===== src/sv/flow_matrix_transitive_closure_unit_assert.svh =====
// Assertion macros for the flow matrix closure unit.
`ifndef FLOW_MATRIX_TRANSITIVE_CLOSURE_UNIT_ASSERT_SVH
`define FLOW_MATRIX_TRANSITIVE_CLOSURE_UNIT_ASSERT_SVH

// Same-cycle implication, sampled on clk_i, off while in reset.
`define FMTC_ASSERT_SAME(label, ante, cons, msg) \
  label: assert property (@(posedge clk_i) disable iff (!rst_ni) (ante) |-> (cons)) \
    else $error(msg);

// Next-cycle implication, sampled on clk_i, off while in reset.
`define FMTC_ASSERT_NEXT(label, ante, cons, msg) \
  label: assert property (@(posedge clk_i) disable iff (!rst_ni) (ante) |=> (cons)) \
    else $error(msg);

`endif


===== src/sv/fmtc_pkg.sv =====
// Shared types and codes of the flow matrix closure unit.
`default_nettype none

package fmtc_pkg;

  typedef enum logic [1:0] {
    MODE_CLEAR = 2'd0,
    MODE_ADD   = 2'd1,
    MODE_CLOSE = 2'd2,
    MODE_QUERY = 2'd3
  } fmtc_mode_e;

  typedef enum logic [1:0] {
    CELL_HOLD,
    CELL_CLEAR,
    CELL_ADD,
    CELL_STEP
  } fmtc_cell_op_e;

  typedef enum logic {
    ST_IDLE,
    ST_CLOSE
  } fmtc_state_e;

  typedef enum logic {
    CFG_LEVEL_COUNT   = 1'b0,
    CFG_IS_TRANSITIVE = 1'b1
  } fmtc_cfg_e;

  localparam int unsigned LevelW    = 4;
  localparam int unsigned ModeW     = 2;
  localparam int unsigned CfgDataW  = 5;
  localparam int unsigned InDataW   = 16;
  localparam int unsigned OutDataW  = 8;
  localparam logic [4:0]  LevelCountRst = 5'd16;

  // Broadcast from the sequencer to every cell
  typedef struct packed {
    fmtc_cell_op_e     op;
    logic [LevelW-1:0] src;
    logic [LevelW-1:0] dst;
  } fmtc_ctrl_t;

endpackage

`default_nettype wire


===== src/sv/flow_matrix_transitive_closure_unit.sv =====
// Top level of the flow matrix closure unit: sequencer and ring of row cells.
//
//  channel   | dir | fields (low bit first)              | handshake
//  ----------+-----+-------------------------------------+---------------------
//  s_axis    | in  | mode[1:0] src[5:2] dst[9:6] pad     | tvalid & tready
//  m_axis    | out | allowed[0] status[1] pad            | tvalid & tready
//  cfg       | in  | idx 0 level_count, 1 is_transitive  | cfg_we_i, no wait
//
// Clear, add and query words do not hold tready low. A closure word, with
// is_transitive set, holds tready low while the rows rotate
// once round the ring of cells, one Warshall pivot per cycle, the pivot being
// whatever row sits in cell 0. Its result word is issued at once.
// A single output register; a new word is taken in the cycle the waiting
// result leaves, or when no result waits.
// Reset loads the identity matrix, level_count 16, is_transitive 0.
`default_nettype none

module flow_matrix_transitive_closure_unit #(
  parameter int unsigned MAX_LEVELS = 16
) (
  input  wire logic                           clk_i,
  input  wire logic                           rst_ni,
  // mode[1:0], src_level[5:2], dst_level[9:6], zeros above
  input  wire logic [fmtc_pkg::InDataW-1:0]   s_axis_tdata_i,
  input  wire logic                           s_axis_tvalid_i,
  output logic                                s_axis_tready_o,
  // allowed[0], status[1], zeros above
  output logic [fmtc_pkg::OutDataW-1:0]       m_axis_tdata_o,
  output logic                                m_axis_tvalid_o,
  input  wire logic                           m_axis_tready_i,
  input  wire logic                           cfg_we_i,
  input  wire logic                           cfg_idx_i,
  input  wire logic [fmtc_pkg::CfgDataW-1:0]  cfg_data_i
);
  import fmtc_pkg::*;

  `include "flow_matrix_transitive_closure_unit_assert.svh"

  localparam int unsigned IW  = $clog2(MAX_LEVELS);
  localparam int unsigned CW  = $clog2(MAX_LEVELS + 1);
  localparam int unsigned NW  = (CW > CfgDataW) ? CW : CfgDataW;

  // configuration
  logic [CfgDataW-1:0] level_count_q;
  logic                is_transitive_q;

  always_ff @(posedge clk_i or negedge rst_ni) begin
    if (!rst_ni) begin
      level_count_q   <= LevelCountRst;
      is_transitive_q <= 1'b0;
    end else if (cfg_we_i) begin
      case (fmtc_cfg_e'(cfg_idx_i))
        CFG_LEVEL_COUNT:   level_count_q   <= cfg_data_i;
        CFG_IS_TRANSITIVE: is_transitive_q <= cfg_data_i[0];
        default: ;
      endcase
    end
  end

  // count above the matrix size clamps to the matrix size
  logic [NW-1:0] n_eff;
  assign n_eff = (NW'(level_count_q) > NW'(MAX_LEVELS)) ? NW'(MAX_LEVELS)
                                                        : NW'(level_count_q);

  // input word
  fmtc_mode_e        in_mode;
  logic [LevelW-1:0] in_src, in_dst;
  logic              in_acc;
  logic              in_range;

  assign in_mode  = fmtc_mode_e'(s_axis_tdata_i[ModeW-1:0]);
  assign in_src   = s_axis_tdata_i[ModeW +: LevelW];
  assign in_dst   = s_axis_tdata_i[ModeW+LevelW +: LevelW];
  assign in_acc   = s_axis_tvalid_i & s_axis_tready_o;
  assign in_range = (NW'(in_src) < n_eff) && (NW'(in_dst) < n_eff);

  // sequencer
  fmtc_state_e state_q, state_d;
  logic [IW-1:0] step_q, step_d;
  logic          step_last;
  logic          out_valid_q;
  fmtc_ctrl_t    ctrl;

  assign step_last = (step_q == IW'(MAX_LEVELS - 1));

  // ready only when idle and the output register is free or emptying
  assign s_axis_tready_o = (state_q == ST_IDLE) && (!out_valid_q || m_axis_tready_i);

  always_comb begin
    state_d = state_q;
    case (state_q)
      ST_IDLE: begin
        if (in_acc && (in_mode == MODE_CLOSE) && is_transitive_q) begin
          state_d = ST_CLOSE;
        end
      end
      ST_CLOSE: begin
        if (step_last) begin
          state_d = ST_IDLE;
        end
      end
      default: state_d = ST_IDLE;
    endcase
  end

  always_comb begin
    ctrl.op         = CELL_HOLD;
    ctrl.src        = in_src;
    ctrl.dst        = in_dst;
    step_d          = '0;
    case (state_q)
      ST_IDLE: begin
        if (in_acc) begin
          case (in_mode)
            MODE_CLEAR: ctrl.op = CELL_CLEAR;
            MODE_ADD:   ctrl.op = in_range ? CELL_ADD : CELL_HOLD;
            default:    ctrl.op = CELL_HOLD;
          endcase
        end
      end
      ST_CLOSE: begin
        ctrl.op = CELL_STEP;
        step_d  = step_q + IW'(1);
      end
      default: ;
    endcase
  end

  always_ff @(posedge clk_i or negedge rst_ni) begin
    if (!rst_ni) begin
      state_q <= ST_IDLE;
      step_q  <= '0;
    end else begin
      state_q <= state_d;
      step_q  <= step_d;
    end
  end

  // ring of cells
  logic [MAX_LEVELS-1:0][MAX_LEVELS-1:0] rows;
  logic [MAX_LEVELS-1:0][MAX_LEVELS-1:0] upd_rows;
  logic [MAX_LEVELS-1:0][IW-1:0]         tags;
  logic [MAX_LEVELS-1:0]                 hits;
  logic [MAX_LEVELS-1:0]                 col_mask;
  logic [MAX_LEVELS-1:0]                 through;

  always_comb begin
    for (int j = 0; j < MAX_LEVELS; j++) begin
      col_mask[j] = (j < int'(n_eff));
    end
  end

  // pivot is the row now in cell 0; pivots beyond the count do nothing
  assign through = (NW'(step_q) < n_eff) ? (rows[0] & col_mask) : '0;

  for (genvar c = 0; c < MAX_LEVELS; c++) begin : g_cell
    fmtc_cell #(
      .MAX_LEVELS (MAX_LEVELS),
      .INDEX      (c),
      .IW         (IW),
      .NW         (NW)
    ) u_cell (
      .clk_i     (clk_i),
      .rst_ni    (rst_ni),
      .ctrl_i    (ctrl),
      .step_i    (step_q),
      .n_eff_i   (n_eff),
      .through_i (through),
      .nb_row_i  (upd_rows[(c + 1) % MAX_LEVELS]),
      .nb_tag_i  (tags[(c + 1) % MAX_LEVELS]),
      .row_o     (rows[c]),
      .tag_o     (tags[c]),
      .upd_row_o (upd_rows[c]),
      .hit_o     (hits[c])
    );
  end

  // output register
  logic out_allowed_q, out_status_q;

  always_ff @(posedge clk_i or negedge rst_ni) begin
    if (!rst_ni) begin
      out_valid_q <= 1'b0;
    end else if (in_acc) begin
      out_valid_q <= 1'b1;
    end else if (m_axis_tready_i) begin
      out_valid_q <= 1'b0;
    end
  end

  always_ff @(posedge clk_i) begin
    if (in_acc) begin
      out_status_q  <= ((in_mode == MODE_ADD) || (in_mode == MODE_QUERY)) && !in_range;
      out_allowed_q <= (in_mode == MODE_QUERY) && in_range && (|hits);
    end
  end

  assign m_axis_tvalid_o = out_valid_q;
  assign m_axis_tdata_o  = {{(OutDataW-2){1'b0}}, out_status_q, out_allowed_q};

  // checks
  `FMTC_ASSERT_SAME(a_busy_no_ready, state_q == ST_CLOSE, !s_axis_tready_o, "ready during closure")
  `FMTC_ASSERT_NEXT(a_close_start, in_acc && (in_mode == MODE_CLOSE) && is_transitive_q,
                    (state_q == ST_CLOSE) && (step_q == '0), "closure did not start")
  `FMTC_ASSERT_NEXT(a_close_end, (state_q == ST_CLOSE) && step_last, state_q == ST_IDLE,
                    "closure overran")
  `FMTC_ASSERT_SAME(a_rows_home, state_q == ST_IDLE, tags[0] == '0, "rows not back home")

endmodule

`default_nettype wire


===== src/sv/fmtc_cell.sv =====
// One matrix row cell: holds a row and its tag, passes it on during closure.
`default_nettype none

module fmtc_cell #(
  parameter int unsigned MAX_LEVELS = 16,
  parameter int unsigned INDEX      = 0,
  parameter int unsigned IW         = 4,
  parameter int unsigned NW         = 5
) (
  input  wire logic                   clk_i,
  input  wire logic                   rst_ni,
  input  wire fmtc_pkg::fmtc_ctrl_t   ctrl_i,
  input  wire logic [IW-1:0]          step_i,
  input  wire logic [NW-1:0]          n_eff_i,
  input  wire logic [MAX_LEVELS-1:0]  through_i,
  input  wire logic [MAX_LEVELS-1:0]  nb_row_i,
  input  wire logic [IW-1:0]          nb_tag_i,
  output logic [MAX_LEVELS-1:0]       row_o,
  output logic [IW-1:0]               tag_o,
  output logic [MAX_LEVELS-1:0]       upd_row_o,
  output logic                        hit_o
);
  import fmtc_pkg::*;

  logic [MAX_LEVELS-1:0] row_q, row_d;
  logic [IW-1:0]         tag_q, tag_d;
  logic [MAX_LEVELS-1:0] dst_mask;
  logic [MAX_LEVELS-1:0] upd_row;
  logic                  src_hit;

  always_comb begin
    for (int j = 0; j < MAX_LEVELS; j++) begin
      dst_mask[j] = (int'(ctrl_i.dst) == j);
    end
  end

  assign src_hit = (int'(ctrl_i.src) == INDEX);

  // Warshall step: a row in scope that reaches the pivot ORs in the pivot's row
  always_comb begin
    upd_row = row_q;
    if ((NW'(tag_q) < n_eff_i) && row_q[step_i]) begin
      upd_row = row_q | through_i;
    end
  end

  always_comb begin
    row_d = row_q;
    tag_d = tag_q;
    case (ctrl_i.op)
      CELL_CLEAR: begin
        row_d = MAX_LEVELS'(1) << INDEX;
        tag_d = IW'(INDEX);
      end
      CELL_ADD: begin
        if (src_hit) begin
          row_d = row_q | dst_mask;
        end
      end
      CELL_STEP: begin
        row_d = nb_row_i;
        tag_d = nb_tag_i;
      end
      default: begin
        row_d = row_q;
        tag_d = tag_q;
      end
    endcase
  end

  always_ff @(posedge clk_i or negedge rst_ni) begin
    if (!rst_ni) begin
      row_q <= MAX_LEVELS'(1) << INDEX;
      tag_q <= IW'(INDEX);
    end else begin
      row_q <= row_d;
      tag_q <= tag_d;
    end
  end

  assign row_o     = row_q;
  assign tag_o     = tag_q;
  assign upd_row_o = upd_row;
  assign hit_o     = src_hit & |(row_q & dst_mask);

endmodule

`default_nettype wire


===== config.mk =====
export PLATFORM = sky130hd
export DESIGN_NAME = flow_matrix_transitive_closure_unit
export DESIGN_NICKNAME = d
export VERILOG_FILES = /design/src/sv/fmtc_pkg.sv /design/src/sv/flow_matrix_transitive_closure_unit.sv /design/src/sv/fmtc_cell.sv
export VERILOG_INCLUDE_DIRS = /design/src /design/src/sv
export SDC_FILE = /design/constraint.sdc
export NUM_CORES = 1
export LEC_CHECK = 0
export BUFFER_PORTS_ARGS = -buffer_cell sky130_fd_sc_hd__buf_2
export CORE_MARGIN = 2
export CORE_UTILIZATION = 50
export DETAILED_ROUTE_END_ITERATION = 8
export PLACE_DENSITY = 0.64
export RECOVER_POWER = 25
export SLEW_MARGIN = 40
export SYNTH_ARGS = -nofsm -noshare
export SYNTH_HDL_FRONTEND = slang
export SYNTH_SLANG_ARGS = --single-unit
export TNS_END_PERCENT = 10

===== constraint.sdc =====
create_clock -name clk_i -period 10.4 [get_ports clk_i]
set_input_delay 2.08 -clock clk_i [delete_from_list [all_inputs] [get_ports clk_i]]
set_output_delay 2.08 -clock clk_i [all_outputs]
set_load 0.03 [all_outputs]

=== After elaboration in Yosys (flattened, before gate mapping) ===
Cells that the tools add are included.

* Memories: 0
* Register bits after elaboration: 334
* Latch bits: 0
* Logic and storage cells: 374
* Bits in read-only memories: 0
* RAM bits: 0

* Multipliers: 0
* Reductions and logical operators: 68
* $lt $le $gt $ge: 37
* Bitwise operators: 68
* Add/sub/neg operators: 1
* Mux-type cells: 108
* Shift-type cells: 0
* Equality and inequality tests: 53
* Divide/modulo/power cells: 0

{| class="wikitable"
|+ Operators with widths
! operator !! number
|-
| 16-bit one-hot mux with 3 select lines || 16
|-
| 16-bit two-way mux || 33
|-
| 16-bit OR || 32
|-
| 16-bit bitwise AND || 17
|-
| 16-bit OR reduction || 17
|-
| 4-bit one-hot mux with 2 select lines || 16
|-
| 4-bit by 5-bit less-than comparator with 1-bit output || 19
|-
| 4-bit == test, second input constant || 17
|-
| 1-bit binary-select mux with 4-bit select || 16
|-
| 4-bit by 5-bit less-than comparator with 1-bit output, first input constant || 8
|-
| 2-bit AND reduction || 18
|-
| 4-bit by 3-bit == test with 1-bit output, second input constant || 8
|-
| 2-bit by 1-bit inequality test with 1-bit output, second input constant || 16
|-
| 1-bit logical AND || 23
|-
| 3-bit by 5-bit less-than comparator with 1-bit output, first input constant || 4
|-
| 1-bit two-way mux || 20
|-
| 1-bit bitwise AND || 17
|-
| 4-bit by 2-bit == test with 1-bit output, second input constant || 4
|-
| 1-bit by 5-bit less-than comparator with 1-bit output, first input constant || 2
|-
| 2-bit by 5-bit less-than comparator with 1-bit output, first input constant || 2
|-
| 2-bit == test, second input constant || 4
|-
| 4-bit by 1-bit == test with 1-bit output, second input constant || 2
|-
| 4-bit zero test || 2
|-
| 2-bit one-hot mux with 2 select lines || 2
|-
| other kinds (14) || 20
|}

=== Depth between registers and ports, before layout ===
* Word-level depth: 11
* Mapped depth: 15
* Depth with buffers taken out: 9

=== Cells and area by module ===
From an unflattened synthesis, not the netlist that was laid out.

* Cells, all modules: 2657
* Area total of the unflattened synthesis: 24015.5 um^2

{| class="wikitable"
|+ Modules (own cells, without submodules)
! module !! instances !! cells an instance !! sequential area each (um^2) !! area each (um^2)
|-
| fmtc_cell (g_cell[4].u_cell) || 1 || 167 || 503.0 || 1467.7
|-
| fmtc_cell (g_cell[7].u_cell) || 1 || 164 || 505.5 || 1453.9
|-
| fmtc_cell (g_cell[1].u_cell) || 1 || 163 || 503.0 || 1452.6
|-
| fmtc_cell (g_cell[0].u_cell) || 1 || 165 || 501.7 || 1446.4
|-
| fmtc_cell (g_cell[8].u_cell) || 1 || 156 || 503.0 || 1445.1
|-
| fmtc_cell (g_cell[6].u_cell) || 1 || 154 || 504.2 || 1435.1
|-
| fmtc_cell (g_cell[13].u_cell) || 1 || 156 || 505.5 || 1427.6
|-
| fmtc_cell (g_cell[9].u_cell) || 1 || 155 || 504.2 || 1423.9
|-
| fmtc_cell (g_cell[11].u_cell) || 1 || 153 || 505.5 || 1422.6
|-
| fmtc_cell (g_cell[15].u_cell) || 1 || 152 || 506.7 || 1413.9
|-
| fmtc_cell (g_cell[5].u_cell) || 1 || 157 || 504.2 || 1412.6
|-
| fmtc_cell (g_cell[2].u_cell) || 1 || 153 || 503.0 || 1408.9
|-
| fmtc_cell (g_cell[3].u_cell) || 1 || 157 || 504.2 || 1407.6
|-
| fmtc_cell (g_cell[10].u_cell) || 1 || 158 || 504.2 || 1406.3
|-
| 3 more rows || -- || -- || -- || --
|}

=== Least setup slack after synthesis ===
OpenSTA, ideal clock, no wires.

* Path type: in2out
* Start: input m_axis_tready_i
* End: output s_axis_tready_o
* Arrival: 2.484 ns
* Path slack: 5.836 ns
* Cell stages on the path: 2
* Buffers on the path: 0
* Cells stage by stage: nand2b_1 > and2_1

* Cells in the longest elaborated chain, start to end: 2

{| class="wikitable"
|+ RTL lines
! element !! line !! source
|-
| from (decl) || flow_matrix_transitive_closure_unit.sv:30 || <nowiki>input wire logic m_axis_tready_i,</nowiki>
|-
| 1-bit logical OR || flow_matrix_transitive_closure_unit.sv:87 || <nowiki>assign s_axis_tready_o = (state_q == ST_IDLE) && (!out_valid_q || m_axis_tready_i);</nowiki>
|-
| 1-bit logical AND || flow_matrix_transitive_closure_unit.sv:87 ||
|-
| to (decl) || flow_matrix_transitive_closure_unit.sv:26 || <nowiki>output logic s_axis_tready_o,</nowiki>
|}

Every way passes these cells.

==> out/metrics.csv <==
metric,value,unit
cts-root-buf,clkbuf_16,
worst-setup-path-type,primary input to async pin,
wl,94400,um
fin_util,0.555,
synth-seq-cells,334,
worst_slew_pin_slew,4.16,ns
yosysSeqAreaShare,0.398,
grt_pass1_vias,20300,
drt-wirelength-per-cell,32.6,um
p_seq_frac,0.357,
r2r-end,g_cell[0].u_cell.row_o[10],
clock_latency,0.59,ns
viasPerCell,7.33,
cts_sinks,334,
cts_buffers,40,
stdcell_count,2891,
start_util,0.506,
die_area,44000,um2
ys_warn_count,0,
ioPinCount,37,
grt_usage,0.427,
maxSlewHeadroom,-1.78,
startpoint_type,primary input,
core_area,41900,um2
r2r_slack,4.28,ns
power.total,7.44,mW
postSynthCellCount,2403,
first_pass_iters,7,
power.internal,4.00,mW
worstPathRequired,10.12,ns
hold_path.class,flop to flop,
finalNetCount,2402,
clockBufferDepth,3,
grt_max_degree,129,
grt_first_pass_wirelength,138000,um
synth_enable_flop_cells,2,
synth.largest_area_cell,dfrtp_1,
p_sw_frac,0.462,
p_switching,3.44,mW
post-cts-setup-buffers,0,
hpwl,60200,um
syn_area,21200,um2
drt_iter0_drc,3971,
place.port_buffers,24,
whs_endpoint,m_axis_tvalid_o,
setup_viol,0,
r2r_cells,6,
syn_area_per_cell,8.80,um2
die_w,210,um
cts_resized,0,
synth.distinct_cells,77,
drc,0,
drv_slew,296,
failed_checks,"max-capacitance violations, max-slew violations",
rsz0062_at_grt,false,
final_layout_size_suffix_gt1_frac,0.157,
hold_violations,0,
min_period,6.87,ns
ant_nets,0,
ctsHoldBuffers,0,
crit_chain,"clkbuf_1, clkbuf_1",
yosysMostFrequentCell,o21ai_0,
synth_common_cells,"o21ai_0, dfrtp_1, nor2_1",
slowest_stage,clkbuf_1,
ir_drop,0.208,mV
regToRegStartpoint,state_q,
antenna_found_initial,1,
worst-path-max-fanout,73,
core.rowCount,75,
max_freq,146,MHz
cp_num_buf_inv,2,
p_comb_frac,0.436,
cts_tree,yes,
p_leak,9.23,nW
vias,21200,
min_path_cells,2,
finClkSkew,0.0208,ns
place_ws,4.32,ns
yosysTopAreaCellShare,0.335,
ys.flop_type,dfrtp_1,
crit_top_cell,clkbuf_1,
synthArstFlopShare,0.994,
gp_congestion,1.08,
cp_num_cells,2,
crit_family,buffers and inverters,
cap_viol_max_count,6,
fin_ws,3.53,ns
clk_pin_slew,0.06,ns
fp.dieH,210,um
crit_path_end_kind,async pin,
area_growth,9.74,%
dp_cells,2813,
arrival,6.58,ns
outcome,finished with violations,
final.setup.tns,0,ns
overflow,0,
ctsHtreeMaxLevel,2,
fin_crit_sh,0.660,
hp-start,m_axis_tvalid_o,
synth.area.top_cells,"dfrtp_1, o21ai_0, mux4_2",
p_per_area,321,nW/um2
max_stage_delay,3.00,ns
p_clk_frac,0.207,
-- flip-flops by register name (all words and copies together) (netlist names) --
signal	flops
g_cell.u_cell.tag_o	64
level_count_q	5
state_q	1
out_allowed_q	1
out_status_q	1
step_q	4
m_axis_tvalid_o	1
is_transitive_q	1
g_cell.u_cell.row_o	256
-- through the flow --
step,cell area (um2),hold WS (ns)
floorplan,21200,0.456
global placement,21600,0.468
detailed placement,21800,0.474
CTS,23200,0.489
global route,23200,0.524
finish,23200,0.485
-- worst max-delay path by stage --
stage,slack (ns),start,to
final,3.53,rst_ni,g_cell[14].u_cell.row_o[5]
after global routing,2.55,rst_ni,g_cell[14].u_cell.row_o[9]
after CTS,4.93,s_axis_tdata_i[8],out_allowed_q
after detailed placement,4.32,s_axis_tdata_i[8],out_allowed_q
after global placement,4.21,s_axis_tdata_i[8],out_allowed_q
after floorplan,5.84,m_axis_tready_i,s_axis_tready_o
-- cell families after synthesis --
family,synth area share
compound gates,0.280
xor+xnor,0.000828
fa+ha+maj,0.0325
buf+inv,0.0522
flops,0.398
mux,0.0999
other cells,0.000177
simple gates,0.136
-- power by group through the flow --
stage	Clock (mW)	Sequential (mW)	Combinational [mW]
6_report	1.54	2.66	3.24
5_1_grt	1.60	2.69	3.47
4_1_cts	1.55	2.61	3.13
3_5_place_dp	0	2.63	3.11
3_3_place_gp	0	2.62	3.03
2_1_floorplan	0	2.22	2.31
-- cells in the final DEF, fill, tap and decap left out, types with 6 or more instances in the layout --
cell / count
a211oi_1: 9
a21o_1: 36
a21oi_1: 212
a221oi_1: 17
a222oi_1: 10
a22o_1: 13
a22oi_1: 65
a31oi_1: 22
a32oi_1: 9
and2_1: 11
buf_2: 23
buf_4: 65
clkbuf_1: 8
clkbuf_16: 41
clkbuf_8: 12
clkinv_2: 10
conb_1: 6
dfrtp_1: 282
dfstp_2: 48
ha_1: 55
inv_1: 27
mux2_2: 18
mux2i_1: 20
mux4_2: 76
nand2_1: 215
nand2b_1: 27
nand3_1: 15
nor2_1: 260
nor2_2: 12
nor2b_1: 11
nor3_1: 50
o211ai_1: 38
o21a_1: 21
o21ai_0: 410
o21ai_1: 13
o21ai_2: 13
o221ai_1: 29
o22ai_1: 22
-- cell type report --
cell class | instances | area, um2
Inverter | 29 | 109
Multi-Input combinational cell | 1816 | 11900
Timing Repair Buffer | 99 | 718
Antenna cell | 1 | 2.50
Sequential cell | 334 | 8440
Fill cell | 3765 | 18600
Clock buffer | 56 | 1200
Clock inverter | 17 | 218
Tap cell | 539 | 674
-- per-layer routing --
layer / share of wire / GRT usage
met5: 0.00015 / 0
met4: 0.095 / 0.328
met3: 0.15 / 0.152
met2: 0.40 / 0.582
met1: 0.36 / 0.552
Note: power is estimated with default switching activity, not from simulation.
